===== config.mk =====
export PLATFORM = sky130hd
export DESIGN_NAME = qef_ctrl
export DESIGN_NICKNAME = d
export VERILOG_FILES = /design/src/hw/rtl/qef_pkg.sv /design/src/hw/rtl/qef_ctrl.sv
export VERILOG_INCLUDE_DIRS = /design/src /design/src/hw/rtl
export SDC_FILE = /design/constraint.sdc
export NUM_CORES = 1
export LEC_CHECK = 0
export CAP_MARGIN = 20
export CORE_MARGIN = 8
export CORE_UTILIZATION = 60
export CTS_CLUSTER_SIZE = 24
export DETAILED_ROUTE_END_ITERATION = 12
export DONT_BUFFER_PORTS = 1
export PLACE_DENSITY = 0.75
export SYNTH_ARGS = -nofsm -noshare
export SYNTH_HDL_FRONTEND = slang
export SYNTH_SLANG_ARGS = --single-unit
export TNS_END_PERCENT = 10

===== constraint.sdc =====
create_clock -name clock -period 5.7 [get_ports clock]
set_input_delay 1.14 -clock clock [delete_from_list [all_inputs] [get_ports clock]]
set_output_delay 1.14 -clock clock [all_outputs]
set_load 0.02 [all_outputs]

===== src/hw/rtl/qef_accumulate_and_error_top_assert.svh =====
// ----------------------------------------------------------------------------
// QEF accumulator assertion macros
// Concurrent assertion helpers; empty when SYNTH is defined.
// ----------------------------------------------------------------------------
`ifndef QEF_ACCUMULATE_AND_ERROR_TOP_ASSERT_SVH
`define QEF_ACCUMULATE_AND_ERROR_TOP_ASSERT_SVH
`ifndef SYNTH
`define QEF_ASSERT_IMPLIES(lbl, clk, rst, ante, cons) \
   lbl: assert property (@(posedge clk) disable iff (rst) (ante) |-> (cons)) \
      else $error("qef: assertion failed");
`define QEF_ASSERT_NEXT(lbl, clk, rst, ante, cons) \
   lbl: assert property (@(posedge clk) disable iff (rst) (ante) |=> (cons)) \
      else $error("qef: assertion failed");
`else
`define QEF_ASSERT_IMPLIES(lbl, clk, rst, ante, cons)
`define QEF_ASSERT_NEXT(lbl, clk, rst, ante, cons)
`endif
`endif


===== src/hw/rtl/qef_pkg.sv =====
// ----------------------------------------------------------------------------
// QEF accumulator package
// Shared widths, codes and controller/datapath interface types.
// ----------------------------------------------------------------------------
package qef_pkg;

   localparam int COORD_BITS_DEF = 16;
   localparam int COUNT_BITS_DEF = 16;

   localparam int NORM_W  = 16;
   localparam int MUL_W   = 64;
   localparam int PROD_W  = 2 * MUL_W;
   localparam int DIGIT_W = 8;
   localparam int DIGITS  = MUL_W / DIGIT_W;
   localparam int UNIT_W  = 15;
   localparam logic [UNIT_W-1:0] UNIT_ONE = 15'd16384;
   localparam logic [3:0] TOP_BIT   = 4'(UNIT_W - 1);
   localparam logic [2:0] LAST_AXIS = 3'd2;
   localparam logic [2:0] LAST_PAIR = 3'd5;

   typedef enum logic [1:0] {
      MODE_ADD   = 2'd0,
      MODE_EVAL  = 2'd1,
      MODE_CLEAR = 2'd2,
      MODE_NONE  = 2'd3
   } mode_type;

   typedef enum logic [1:0] {
      STAT_OK     = 2'd0,
      STAT_REJECT = 2'd1,
      STAT_SAT    = 2'd2
   } status_type;

   // multiply-based datapath operations
   typedef enum logic [3:0] {
      OP_LEN,   // len2 += n*n
      OP_TGT,   // target = n*n << 30
      OP_TSQ,   // t = 2*trial-1, t*t
      OP_TCMP,  // t*t*len2 <= target
      OP_NP,    // normal products
      OP_D,     // d += u*p
      OP_WO,    // offsets += d*u
      OP_RS,    // residual += d*d
      OP_PP,    // position product
      OP_EA,    // error += np*pp
      OP_EW     // error += wo*(-2p)
   } op_type;

   typedef struct packed {
      logic       load;
      logic       start;
      op_type     op;
      logic [2:0] idx;
      logic [3:0] bitpos;
      logic       reject;
      logic       commit;
      logic       clear;
      logic       emit;
   } cmd_type;

   typedef struct packed {
      logic mul_done;
      logic len_zero;
   } stat_type;

endpackage


===== src/hw/rtl/qef_ctrl.sv =====
// ----------------------------------------------------------------------------
// QEF controller
// Sequences datapath operations for each item and owns the handshakes.
// ----------------------------------------------------------------------------
`include "qef_accumulate_and_error_top_assert.svh"

module qef_ctrl import qef_pkg::*; (
   input  logic       clock,
   input  logic       reset,
   input  logic       req_valid,
   output logic       req_stall,
   input  logic [1:0] req_mode,
   output logic       rsp_valid,
   input  logic       rsp_stall,
   output cmd_type    cmd,
   input  stat_type   stat
);

   typedef enum logic [2:0] {
      S_IDLE,
      S_ISSUE,
      S_WAIT,
      S_CHECK,
      S_COMMIT,
      S_CLEAR,
      S_EMIT
   } state_type;

   state_type  state_ff, state_in;
   op_type     op_ff, op_in;
   logic [2:0] idx_ff, idx_in;
   logic [3:0] bit_ff, bit_in;
   logic       rsp_valid_ff, rsp_valid_in;

   always_comb begin
      state_in     = state_ff;
      op_in        = op_ff;
      idx_in       = idx_ff;
      bit_in       = bit_ff;
      rsp_valid_in = rsp_valid_ff && rsp_stall;
      cmd          = '0;
      cmd.op       = op_ff;
      cmd.idx      = idx_ff;
      cmd.bitpos   = bit_ff;
      case (state_ff)
         S_IDLE: begin
            if (req_valid) begin
               cmd.load = 1'b1;
               idx_in   = 3'd0;
               case (mode_type'(req_mode))
                  MODE_ADD: begin
                     op_in    = OP_LEN;
                     state_in = S_ISSUE;
                  end
                  MODE_EVAL: begin
                     op_in    = OP_PP;
                     state_in = S_ISSUE;
                  end
                  MODE_CLEAR: state_in = S_CLEAR;
                  default:    state_in = S_EMIT;
               endcase
            end
         end
         S_ISSUE: begin
            cmd.start = 1'b1;
            state_in  = S_WAIT;
         end
         S_WAIT: begin
            if (stat.mul_done) begin
               state_in = S_ISSUE;
               case (op_ff)
                  OP_LEN: begin
                     if (idx_ff == LAST_AXIS) state_in = S_CHECK;
                     else                     idx_in   = idx_ff + 1'b1;
                  end
                  OP_TGT: begin
                     op_in  = OP_TSQ;
                     bit_in = TOP_BIT;
                  end
                  OP_TSQ: op_in = OP_TCMP;
                  OP_TCMP: begin
                     if (bit_ff != 4'd0) begin
                        bit_in = bit_ff - 1'b1;
                        op_in  = OP_TSQ;
                     end else if (idx_ff != LAST_AXIS) begin
                        idx_in = idx_ff + 1'b1;
                        op_in  = OP_TGT;
                     end else begin
                        idx_in = 3'd0;
                        op_in  = OP_NP;
                     end
                  end
                  OP_NP: begin
                     if (idx_ff != LAST_PAIR) idx_in = idx_ff + 1'b1;
                     else begin
                        idx_in = 3'd0;
                        op_in  = OP_D;
                     end
                  end
                  OP_D: begin
                     if (idx_ff != LAST_AXIS) idx_in = idx_ff + 1'b1;
                     else begin
                        idx_in = 3'd0;
                        op_in  = OP_WO;
                     end
                  end
                  OP_WO: begin
                     if (idx_ff != LAST_AXIS) idx_in = idx_ff + 1'b1;
                     else                     op_in  = OP_RS;
                  end
                  OP_RS: state_in = S_COMMIT;
                  OP_PP: op_in = OP_EA;
                  OP_EA: begin
                     if (idx_ff != LAST_PAIR) begin
                        idx_in = idx_ff + 1'b1;
                        op_in  = OP_PP;
                     end else begin
                        idx_in = 3'd0;
                        op_in  = OP_EW;
                     end
                  end
                  OP_EW: begin
                     if (idx_ff != LAST_AXIS) idx_in   = idx_ff + 1'b1;
                     else                     state_in = S_EMIT;
                  end
                  default: state_in = S_IDLE;
               endcase
            end
         end
         S_CHECK: begin
            if (stat.len_zero) begin
               cmd.reject = 1'b1;
               state_in   = S_EMIT;
            end else begin
               idx_in   = 3'd0;
               op_in    = OP_TGT;
               state_in = S_ISSUE;
            end
         end
         S_COMMIT: begin
            cmd.commit = 1'b1;
            state_in   = S_EMIT;
         end
         S_CLEAR: begin
            cmd.clear = 1'b1;
            state_in  = S_EMIT;
         end
         S_EMIT: begin
            if (!rsp_valid_ff || !rsp_stall) begin
               cmd.emit     = 1'b1;
               rsp_valid_in = 1'b1;
               state_in     = S_IDLE;
            end
         end
         default: state_in = S_IDLE;
      endcase
   end

   always_ff @(posedge clock) begin
      if (reset) begin
         state_ff     <= S_IDLE;
         op_ff        <= OP_LEN;
         idx_ff       <= 3'd0;
         bit_ff       <= 4'd0;
         rsp_valid_ff <= 1'b0;
      end else begin
         state_ff     <= state_in;
         op_ff        <= op_in;
         idx_ff       <= idx_in;
         bit_ff       <= bit_in;
         rsp_valid_ff <= rsp_valid_in;
      end
   end

   assign req_stall = (state_ff != S_IDLE);
   assign rsp_valid = rsp_valid_ff;

   `QEF_ASSERT_IMPLIES(a_done_in_wait, clock, reset, stat.mul_done, state_ff == S_WAIT)
   `QEF_ASSERT_NEXT(a_accept_busy, clock, reset, req_valid && !req_stall, state_ff != S_IDLE)
   `QEF_ASSERT_NEXT(a_single_start, clock, reset, cmd.start, !cmd.start && state_ff == S_WAIT)

endmodule


==> metrics.yaml <==
worst_setup_path:
  cp-start-kind: "primary input"
  reg2reg_from: "op_ff[2]"
  crit_fanout: 3
  worstSetupPathType: "primary input to primary output"
  r2r_slack_ps: 3240
  critPathCaptureType: "primary output"
  arrival_ps: 1700
  slowest_stage: "nor3_1"
  crit_start: "stat[0]"
  crit_buf_inv: 1
  required_ps: 4560
  cp_top_family: "simple AND/OR/NAND/NOR gates"
  worstPathCellList: "inv_1, nor3_1"
  crit_path_max_incr_delay_ps: 530
global_routing:
  grt_usage_pct: 15.1
  grt_pass1_wl_mm: 5.13
  first_global_vias: 1173
  overflow: 0
  grt_start_max_net_pins: 21
  antenna_found_initial: 0
final_layout:
  fillers: 198
  area_growth_pct: -0.576
  drive_gt1_share_pct: 5.85
  final_cell_mix: "nor2_1 (24), dfxtp_1 (15), a21oi_1 (14), nand2_1 (12), inv_1 (10)"
  fin_cells: 199
  fin_util_pct: 60.9
  final_common_cell: "nor2_1"
  nets: 185
  n_antenna_cell: 0
power:
  leakagePower_nw: 0.477
  p_per_area_nw_per_um2: 315
  ir_worst_vdd_mv: 0.268
cts:
  cts_setup_buffers: 0
  clk_pin_slew_worst_paths_ps: 90
  holdBufCountCts: 0
  cts_buffers: 3
  cts_sinks: 15
  clock_latency_ps: 280
  clock_path_buffers: 2
  cts_resized: 0
  root_buffer: "clkbuf_4"
  cts_tree: "built"
  htreeDepth: 1
sta:
  worst_pin_slew_ps: 798
  finalHoldViolations: 0
  clock.fmax_mhz: 352
  final.min_clock_period_ps: 2840
  drv_slew: 0
  setup_tns_ps: 0
  period_share_pct: 49.9
  clock_skew_ps: 1.16
  setup_viol: 0
  slew_headroom_pct: 46.7
  rsz0062_at_grt: "false"
synthesis:
  syn-instance-count: 180
  yosysSeqAreaShare_pct: 23.0
  ys_ff_latch: 15
  synthDistinctLibCells: 54
  synth_edf_count: 0
  syn-num-nets: 193
  syn_area_sq_um: 1300
  synthFlopType: "dfxtp_1"
  synthArstFlopShare_pct: 0
  yosysWarnings: 0
  avgSynthCellArea_sq_um: 7.24
placement:
  gp_congestion: 0.858
  port_buffers: 0
  dpl.cell_count: 195
  hpwl_mm: 2.23
job:
  drv_cap: 0
floorplan:
  ios: 27
  dieArea_sq_um: 3920
  start_util_pct: 61.3
  die_w_microns: 62.6
  coreArea_sq_um: 2130
  die_y_microns: 62.6
  num_rows: 17
route:
  antenna_left: 0
  drc: 0
  viasPerCell: 6.16
  drt_iter0_drc: 104
  num_vias: 1225
  drt-wirelength-per-cell_microns: 15.3
  wl_mm: 3.04
  first_pass_iters: 4
run_status:
  outcome: "completed"
hold_path:
  min-delay-start: "idx_ff[0]"
  hp-class: "register to register"
-- area by class of cell --
type	instances	area, sq um	share of cell area, %
Clock inverter	1	5.00	0.386
Multi-Input combinational cell	141	892	68.8
Tap cell	28	35.0	2.70
Inverter	11	41.3	3.19
Clock buffer	3	22.5	1.74
Sequential cell	15	300	23.2
-- synthesized netlist by cell type (all sizes together) (3+ instances only) --
cell type,instances,area share [%]
a21oi,14,5.4
a311oi,3,2.5
buf,8,3.9
clkbuf,5,1.4
dfxtp,15,23
ha,5,4.8
inv,11,3.2
mux2i,4,3.1
nand2,12,3.5
nand2b,7,3.4
nand3b,3,1.7
nor2,25,7.4
nor2b,4,1.9
nor3,9,3.5
o21ai,11,4.2
o22ai,3,1.4
-- kinds of logic (layout without fill, tap and decap cells) --
kind of cell	after synthesis	count (layout)	share of synthesized area [%]
AND/OR/NAND/NOR	76	76	30.7
AO/OA/AOI/OAI	53	53	27.8
buffers and inverters	24	15	8.54
flip-flops	15	15	23.0
adder cells (fa/ha/maj)	5	5	4.80
multiplexers	4	4	3.07
XOR/XNOR	3	3	2.02
-- layer usage --
metal / GRT usage (%) / vias to the layer above / routed length (microns)
met4: 3.70 / 0 / 12
met3: 6.81 / 2 / 289
met2: 26.0 / 43 / 1480
li1: - / 622 / -
met1: 16.5 / 558 / 1250
met5: 0 / - / 0
-- path summary, 6_finish.rpt --
check               to  depth (start not counted)
max reg2reg  idx_ff[2]                          6
max             cmd[3]                          2
min          idx_ff[0]                          2
min reg2reg  idx_ff[0]                          2
-- flip-flops by register name, indices dropped and copies added, names as in the netlist --
| name | count |
|---|---|
| idx_ff | 3 |
| rsp_valid | 1 |
| bit_ff | 4 |
| op_ff | 4 |
| state_ff | 3 |
-- where the power goes --
part,total [mW],internal [mW],switching [mW],leakage (nW)
Sequential,0.166,0.117,0.0485,0.122
Clock,0.0622,0.0261,0.0362,0.0177
Combinational,0.180,0.0705,0.109,0.337
-- through the flow --
stage	cell area (sq um)	worst slack [ps]	power [mW]	hold slack (ps)
2_1_floorplan	1300	2890	0.322	573
3_3_place_gp	1270	2840	0.342	593
3_5_place_dp	1270	2840	0.346	600
4_1_cts	1300	2840	0.408	617
5_1_grt	1300	2820	0.437	643
6_report	1300	2860	0.408	610
Power figures use the tool's default switching activity.
